## config.mk

```make
export PLATFORM = sky130hd
export DESIGN_NAME = dbm_seq
export DESIGN_NICKNAME = d
export VERILOG_FILES = /design/src/hw/rtl/dbm_pkg.sv /design/src/hw/rtl/dbm_seq.sv
export SDC_FILE = /design/constraint.sdc
export NUM_CORES = 1
export LEC_CHECK = 0
export BUFFER_PORTS_ARGS = -buffer_cell sky130_fd_sc_hd__buf_2
export CORE_AREA = 2 2 39 41
export DETAILED_ROUTE_END_ITERATION = 8
export DIE_AREA = 0 0 41 43
export SLEW_MARGIN = 20
export SYNTH_ARGS = -nofsm -noshare
export SYNTH_HDL_FRONTEND = slang
export SYNTH_SLANG_ARGS = --single-unit
```

## constraint.sdc

```tcl
create_clock -name clk -period 2.38 [get_ports clk]
set_input_delay 0.119 -clock clk [delete_from_list [all_inputs] [get_ports clk]]
set_output_delay 0.119 -clock clk [all_outputs]
set_load 0.005 [all_outputs]
```

## src/hw/rtl/dbm_pkg.sv

```systemverilog
// ----------------------------------------------------------------------------
// dbm_pkg
// Sizes, control word and status types shared by the bucket move block.
// ----------------------------------------------------------------------------
package dbm_pkg;

    localparam int NODE_COUNT = 1024;
    localparam int MAX_BUCKET = 64;
    localparam int BUCKETS    = MAX_BUCKET + 1;

    // Port field widths.
    localparam int IDX_W     = 10;
    localparam int BKT_OUT_W = 7;
    localparam int POS_OUT_W = 10;
    localparam int SUM_W     = 17;

    // Internal widths.
    localparam int NODE_W    = $clog2(NODE_COUNT);
    localparam int BUCKET_W  = $clog2(BUCKETS);
    localparam int COUNT_W   = $clog2(NODE_COUNT + 1);
    localparam int MEM_DEPTH = BUCKETS * NODE_COUNT;
    localparam int MEM_AW    = $clog2(MEM_DEPTH);
    localparam int CLEAR_LEN = (NODE_COUNT > BUCKETS) ? NODE_COUNT : BUCKETS;
    localparam int CLEAR_W   = $clog2(CLEAR_LEN);

    typedef struct packed {
        logic clear;
        logic accept;
        logic cnt_rd;
        logic mem_rd;
        logic remove;
        logic append;
        logic emit_refused;
    } ctrl_t;

    typedef struct packed {
        logic clear_last;
        logic in_take;
        logic refuse;
        logic out_free;
    } stat_t;

    typedef struct packed {
        logic [BUCKET_W-1:0] bucket;
        logic [NODE_W-1:0]   position;
        logic                refused;
    } result_t;

endpackage

```

## src/hw/rtl/dbm_seq.sv

```systemverilog
// ----------------------------------------------------------------------------
// dbm_seq
// Step counter and control store; conditional jumps on datapath status.
// ----------------------------------------------------------------------------
module dbm_seq
(
    input  logic            clk,
    input  logic            rst_n,
    input  dbm_pkg::stat_t  status,
    output dbm_pkg::ctrl_t  ctrl
);

    typedef enum logic [2:0]
    {
        COND_NEVER,
        COND_ALWAYS,
        COND_CLEAR_LAST,
        COND_IN_TAKE,
        COND_REFUSE,
        COND_OUT_FREE
    } cond_t;

    typedef logic [2:0] step_t;

    localparam step_t STEP_CLEAR  = 3'd0;
    localparam step_t STEP_WAIT   = 3'd1;
    localparam step_t STEP_COUNT  = 3'd2;
    localparam step_t STEP_CHECK  = 3'd3;
    localparam step_t STEP_REMOVE = 3'd4;
    localparam step_t STEP_APPEND = 3'd5;
    localparam step_t STEP_REFUSE = 3'd6;

    typedef struct packed {
        dbm_pkg::ctrl_t ctrl;
        cond_t          cond;
        step_t          target;
        logic           hold;
    } uword_t;

    function automatic uword_t rom_word(input step_t step);
        uword_t w;
        begin
            w        = '0;
            w.cond   = COND_NEVER;
            w.target = STEP_WAIT;
            case (step)
                STEP_CLEAR:
                begin
                    w.ctrl.clear = 1'b1;
                    w.cond       = COND_CLEAR_LAST;
                    w.target     = STEP_WAIT;
                    w.hold       = 1'b1;
                end
                STEP_WAIT:
                begin
                    w.ctrl.accept = 1'b1;
                    w.cond        = COND_IN_TAKE;
                    w.target      = STEP_COUNT;
                    w.hold        = 1'b1;
                end
                STEP_COUNT:
                begin
                    w.ctrl.cnt_rd = 1'b1;
                end
                STEP_CHECK:
                begin
                    w.ctrl.mem_rd = 1'b1;
                    w.cond        = COND_REFUSE;
                    w.target      = STEP_REFUSE;
                end
                STEP_REMOVE:
                begin
                    w.ctrl.remove = 1'b1;
                end
                STEP_APPEND:
                begin
                    w.ctrl.append = 1'b1;
                    w.cond        = COND_OUT_FREE;
                    w.target      = STEP_WAIT;
                    w.hold        = 1'b1;
                end
                STEP_REFUSE:
                begin
                    w.ctrl.emit_refused = 1'b1;
                    w.cond              = COND_OUT_FREE;
                    w.target            = STEP_WAIT;
                    w.hold              = 1'b1;
                end
                default:
                begin
                    w.cond   = COND_ALWAYS;
                    w.target = STEP_WAIT;
                end
            endcase
            return w;
        end
    endfunction

    step_t  step_reg;
    step_t  step_next;
    uword_t word;
    logic   jump;

    always_comb
    begin
        word = rom_word(step_reg);
        case (word.cond)
            COND_NEVER:      jump = 1'b0;
            COND_ALWAYS:     jump = 1'b1;
            COND_CLEAR_LAST: jump = status.clear_last;
            COND_IN_TAKE:    jump = status.in_take;
            COND_REFUSE:     jump = status.refuse;
            COND_OUT_FREE:   jump = status.out_free;
            default:         jump = 1'b0;
        endcase
        if (jump)
        begin
            step_next = word.target;
        end
        else if (word.hold)
        begin
            step_next = step_reg;
        end
        else
        begin
            step_next = step_reg + 3'd1;
        end
    end

    assign ctrl = word.ctrl;

    always_ff @(posedge clk or negedge rst_n)
    begin
        if (!rst_n)
        begin
            step_reg <= STEP_CLEAR;
        end
        else
        begin
            step_reg <= step_next;
        end
    end

endmodule

```

==> results.txt, run 1 <==
In this run the mean area of a mapped cell was 9.116 um^2. The power per cell area was 1672 nW/um^2; the via count was 389. In this run the worst hold path is classified as in2async.

The register with the most flip-flops in the layout has 3 of them. Post-synthesis cell count: 49. The critical path endpoint category is a register. For the source-to-sink clock delay at the later pin of the worst-skew pair, the log shows 0.23 ns.

The flow ran to the end, and the final reports show no timing, DRC or antenna violations. The longest clock path from root to sink contains 2 buffers. The number of global-route vias before repair is 355.

For this design the static power due to leakage is 0.0002858 uW. Summing all multi-input logic gate instances after layout gives 334.1 um^2. After routing, the total negative slack on setup checks comes to 0 ns. The synthesis-to-finish area growth was 24.37%. The maximum achievable frequency is 467.4 MHz. Register area: 75.07 um^2. The proportion of power drawn by flip-flops and latches is 0.115, and the total of hold buffers inserted after clock tree synthesis is 1. Dividing the detail-routed wire length by the instance count gives 11.62 um. Total setup violations reported at the end of the flow: 0. For the number of filler instances in the final layout, the log shows 143. The floorplan step defined a core boundary enclosing 1384 um^2.

The tools report the antenna diode count as 0. The die span in x works out to 41 um. Entering global routing, the biggest net connects 15 pins. Summed over all nets, the half-perimeter wirelength after detailed placement is 678.4 um. The initial antenna violation count is 0, and the I/O pin count is 13. For the worst setup path, the data required time is 2.49 ns. The synthesized net count is 60, and the count of warnings emitted by yosys is 0. The tools report the category of the worst setup path launch point as a register. Buffers inserted during clock tree synthesis total 3.

The largest clock skew in the final design is 0.003022 ns. For this run, design rule violations remaining after detail routing come to 0. The routed design has 941 um of wire. The data arrival time of the worst path came out at 2.25 ns. The critical path start-end classification is reg2reg. The post-synthesis async set-or-reset flop share came out at 1.000. The effective utilization at floorplan is 0.3228.

Final estimated routing congestion in global placement: 0.8619. Counting distinct cell types in the post-synthesis netlist gives 29. In the final design database the tool counted 77 nets. The logs give 0.1681 for the portion of the post-synthesis area used by sequential elements and 6 for the number of design-rule violations left by the first detailed-router iteration. Number of endpoints with negative hold slack in the final report: 0. Post-CTS timing repair inserted 0 buffers for setup. In this run, synthesis inferred 0 flip-flops with an integrated enable. The detail route stage leaves a number of antenna-violating nets equal to 0.

Clock input transition at the sequential cells of the worst setup and hold paths: 0.04 ns. IR analysis of the VDD net gives a maximum drop of 0.5300 mV. After detailed routing, the number of vias per cell comes to 4.802. The commonest register cell after synthesis is sky130_fd_sc_hd__dfrtp_1. The design internal power is 499.9 uW. The tools report the post-cts sizing count as 0.

For the pin with the worst max-slew slack, the measured transition is 0.3752 ns. The switching power is 429.0 uW, and the core utilization of the finished layout is 0.4014. Clock tree synthesis found a total of 3 sinks. TritonCTS built the clock tree. The first global-routing pass estimated 1538 um of wire. The proportion of layout cells with a drive suffix above 1 is 0.3846, and the worst slew margin relative to its limit is 0.7493. Overall power consumption after layout is estimated at 928.9 uW. Remaining global-route overflow: 0.

The cell area that synthesis handed to floorplanning was 446.7 um^2. The run gives 0 as the number of max-cap violations. The cell sitting at the root of the clock tree is a sky130_fd_sc_hd__clkbuf_4. The tools report the number of slew-limit violations in the final report as 0.

Time the worst path needs with I/O delays and setup: 2.139 ns. The clock network fraction of total power is 0.095. Setup repair after global routing left no endpoint under its margin. The fraction of the cycle the final worst path needs is 0.8989. The switching power share of the total is 0.4618.

The floorplan row count is 14. In this run the worst path has a maximum fanout of 9. The H-tree level count was 1; the count of buffers inserted at the top-level ports was 12. The tools report the number of iterations in the first detailed-routing pass as 2. The logic gate share of total power was 0.791.

The height of the die came out at 43 um. For the global routing usage summed across all routing layers, the log shows 0.1315. Across all hold checks on the routed design, the worst slack comes to 0.2104 ns. The synthesized design contains 3 register bits. The die covers 1763 um^2.
## worst max-delay path, stage by stage, from the launching register on
cell                      delay (ns)
sky130_fd_sc_hd__dfrtp_1        0.42
sky130_fd_sc_hd__ha_1           0.18
sky130_fd_sc_hd__ha_1           0.35
sky130_fd_sc_hd__nor2_2         0.07
sky130_fd_sc_hd__nor4b_4        0.13
sky130_fd_sc_hd__a221o_1        0.28
sky130_fd_sc_hd__o22ai_2        0.26
sky130_fd_sc_hd__mux2_4         0.33
## metrics by stage
step                std cells  instance area, um^2  setup WS (ns)
finish                     81                555.5         0.2405
global route               81                555.5        0.06565
CTS                        81                555.5         0.2470
detailed placement         76                519.2         0.2539
global placement           76                519.2         0.2475
floorplan                  49                446.7         0.3107
## routing by layer
| metal | vias to the layer above | global-route usage | share of wire |
|---|---|---|---|
| met5 | - | 0 | 0 |
| met1 | 174 | 0.1704 | 0.46 |
| met2 | 9 | 0.1781 | 0.50 |
| met4 | 0 | 0.1000 | 0 |
| met3 | 0 | 0.03141 | 0.036 |
| li1 | 206 | - | - |
## logic make-up (layout without fill, tap and decap cells)
family	count (synthesis)	count (layout)	share of synthesized area
DFF	3	3	0.1681
adders and majority gates	5	5	0.1401
buffers and inverters	7	23	0.08402
muxes	5	5	0.1232
AOI/OAI and AO/OA	12	12	0.2129
xor gates and xnor gates	1	1	0.01961
and+or+nand+nor	16	16	0.2521
## Yosys cell counts, types with 2 or more instances
master	instances	area share
sky130_fd_sc_hd__ha_1	5	0.14
sky130_fd_sc_hd__buf_4	3	0.050
sky130_fd_sc_hd__nand2_1	2	0.017
sky130_fd_sc_hd__a21oi_1	2	0.022
sky130_fd_sc_hd__mux2i_1	4	0.090
sky130_fd_sc_hd__inv_1	4	0.034
sky130_fd_sc_hd__and2_1	2	0.028
sky130_fd_sc_hd__nor2b_1	2	0.028
sky130_fd_sc_hd__dfrtp_1	3	0.17
sky130_fd_sc_hd__nor2_1	3	0.025
## cell type report
type,instances,share of cell area
clock buffers,4,0.04730
inverters,4,0.02703
multi-input cells,39,0.6014
flip-flops and latches,3,0.1351
well taps,16,0.03604
repair buffers,15,0.1532
## power groups by stage
stage	sequential (uW)	combinational [uW]	clock [uW]
floorplan	110	589	0
global placement	104	726	0
detailed placement	106	722	0
CTS	106	734	91.3
global route	109	811	96.6
finish	106	734	88.1
## layout by cell type, fill, tap and decap left out, drive strengths merged, types with 3 or more instances in the layout
master	instances
inv	4
buf	14
mux2i	4
a21oi	3
ha	5
clkbuf	4
nor2	4
dfrtp	3
and2	3
## path summary, 6_finish.rpt
check | startpoint | to | slack [ns] | cells after the start
setup reg to reg | step_reg[0] | step_reg[2] | 0.24 | 7
setup / recovery | step_reg[0] | step_reg[2] | 0.24 | 7
hold / removal | rst_n | step_reg[0] | 0.21 | 2
max in group asynchronous | rst_n | step_reg[1] | 2.06 | 2
min in group clk | status[1] | step_reg[0] | 0.46 | 4
hold reg to reg | step_reg[2] | step_reg[0] | 0.77 | 4
No activity file was read; power rests on OpenSTA's default activity.
==> run 2, diff against run 1 <==
- SETUP_SLACK_MARGIN: not set -> 0.3
- SKIP_LAST_GASP: not set -> 1
==> results.txt, run 2 (synthesis gave the netlist of run 1 again) <==
For the maximum vdd ir drop, the log shows 0.6015 mV. The run gives 0.083 as the clock network fraction of total power. The routed design has 1012 um of wire.

The critical path endpoint category was a register. The run gives 0 as the initial antenna violation count. The clock input transition at the sequential cells of the worst setup and hold paths is 0.04 ns. The worst-margin pin slew is 0.3302 ns, and the logic gate share of total power is 0.812. The run finished with clean final reports. The placed wire-length estimate after detailed placement was 678.4 um; the area of the die was 1763 um^2. The smallest clock period supported by the final layout is computed as 2.027 ns.

The H-tree level count was 1; the area of all placed cells without fillers was 615.6 um^2. Effective utilization at floorplan: 0.3228. At the end of routability-driven placement, the weighted congestion stood at 0.8619. The tools report the critical path required time as 2.49 ns. In the routed layout, each cell is associated on average with a via count of 4.988. The proportion of power drawn by flip-flops and latches was 0.105; the power per cell area was 1735 nW/um^2. The number of endpoints with negative hold slack in the final report is 0, and the clock buffer count from CTS is 3. The clock drives 3 sinks. Setup violations remaining at the end of the flow were counted as 0. The area of the core was 1384 um^2. On the worst path, the slowest cell contributes a delay of 0.44 ns.

The logs give 0.7768 for the worst slew margin relative to its limit and 0 for the total DRC errors in the routed layout. The maximum achievable frequency is 493.4 MHz, and the design internal power is 576.5 uW. The worst setup path is launched from a register. Leaving out fill and tap cells, the most frequent cell in the layout is sky130_fd_sc_hd__buf_2.

The run gives 519.2 um^2 as the placed cell area. The run gives 0.1325 as the global routing usage summed across all routing layers. Summing all multi-input logic gate instances after layout gives 392.9 um^2.

The run gives 2 as the maximum buffer depth of the clock tree. The total power of the final layout was 1068 uW; the final net count was 77. The met3 usage was 0.03141; the number of design-rule violations left by the first detailed-router iteration was 6. The slowest stage of the critical path belongs to the cell sky130_fd_sc_hd__dfrtp_2. The tools report the number of slew-limit violations in the final report as 0.

The tools report the remaining global-route overflow as 0. The most crowded layer after global routing is met2. The global-route wire length before repair is 1552 um. The tools report the buffer cell driving the clock tree root as sky130_fd_sc_hd__clkbuf_4.

For the worst-skew pair, the clock arrives at the later sink with an insertion delay of 0.23 ns. The count of buffers inserted at the top-level ports was 12. In the final routed layout, each cell accounts on average for 12.49 um. The fraction of the cycle the final worst path needs came out at 0.8516.

The switching power share of the total was 0.4601; the leakage power was 0.0002873 uW. Entering global routing, the biggest net connects 15 pins. The via count was 404; the number of global-route vias before repair was 357.

The antenna diode count came out at 0. The met1 usage in global routing was 0.1736. The signal on the critical path passes through ha_1, ha_4, nor4b_1, a31oi_2, o22ai_4, mux2_4.

Summing all flip-flop and latch instances after layout gives 76.32 um^2. The pre-antenna-repair detailed-routing pass consisted of 2 iterations. The logs give 0 for the number of routed nets with antenna violations and 2.14 ns for the data arrival time of the worst path. The number of max-cap violations was 0; the largest clock skew in the final design was 0.004014 ns. The setup check on the worst reg-to-reg path leaves a slack of 0.35 ns. The top fanout value on the critical path was 9. The floorplan step set the die height to 43 um. The critical path is of the reg2reg type. From synthesis to final layout, the design area changed by 37.82%.

Setup repair after global routing left no endpoint under its margin. The logs give 491.3 uW for the switching power and 0.1781 for the met2 global-route usage. The register with the most flip-flops in the layout has 3 of them.

The floorplan row count was 14; the die span in x was 41 um. The proportion of layout cells with a drive suffix above 1 was 0.4923. Leaving out fill and tap cells, the most frequent cells in the layout are sky130_fd_sc_hd__buf_2 (12), sky130_fd_sc_hd__inv_1 (4), sky130_fd_sc_hd__mux2i_1 (4). The run gives 0 ns as the total negative slack. The number of filler instances in the final layout came out at 135.

TritonCTS built the clock tree. 13 I/O pins were placed. The kind of path behind the tightest hold check is in2async.
-- run 2: cell counts in the layout (fill, tap and decap cells not counted) --
Identical to the previous run, type by type.
-- run 2: what timing repair did --
item | in CTS | in global routing
hold buffers | 1 | 0
resized for setup | 3 | 8
hold endpoints to repair | 3 | 0
setup buffers | 0 | 0
pin swaps | 0 | 0
endpoints found under the setup margin | 1 | 1
-- run 2: path summary, 6_finish.rpt --
path	start	end	depth (start not counted)
max in group asynchronous	rst_n	step_reg[0]	2
setup / recovery	step_reg[0]	step_reg[2]	6
min in group clk	status[1]	step_reg[0]	4
hold reg to reg	step_reg[2]	step_reg[0]	4
hold / removal	rst_n	step_reg[0]	2
setup reg to reg	step_reg[0]	step_reg[2]	6
-- run 2: routing by layer --
layer	up-vias	part of all wire	wire length (um)
li1	207	-	-
met1	188	0.44	445
met2	9	0.52	531
met3	0	0.035	35
met4	0	0	0
met5	-	0	0
-- run 2: final cells by class --
| type | instances | area share |
|---|---|---|
| Multi-Input combinational cell | 39 | 0.6382 |
| Timing Repair Buffer | 15 | 0.1382 |
| Sequential cell | 3 | 0.1240 |
| Clock buffer | 4 | 0.04268 |
| Tap cell | 16 | 0.03252 |
| Inverter | 4 | 0.02439 |
-- run 2: metrics by stage --
step           setup slack [ns]  utilization  hold WS (ns)  std cells
6_report                 0.3532       0.4448        0.2085         81
5_1_grt                  0.2857       0.4448        0.2238         81
4_1_cts                  0.3294       0.4078        0.2118         81
3_5_place_dp             0.2539       0.3752      -0.08298         76
3_3_place_gp             0.2475       0.3752      -0.08448         76
2_1_floorplan            0.3107            -       -0.1766         49
-- run 2: power by group through the flow --
stage,sequential [uW],clock (uW),combinational [uW]
2_1_floorplan,110,0,589
3_3_place_gp,104,0,726
3_5_place_dp,106,0,722
4_1_cts,106,91.3,750
5_1_grt,115,96.6,951
6_report,112,88.9,867
-- run 2: worst max-delay path, delay by kind of cell, from the launching register on --
kind	cells	cell delay (ns)
AO/OA/AOI/OAI	2	0.35
adder cells (fa/ha/maj)	2	0.44
flip-flops	1	0.44
multiplexers	1	0.32
AND/OR/NAND/NOR	1	0.35
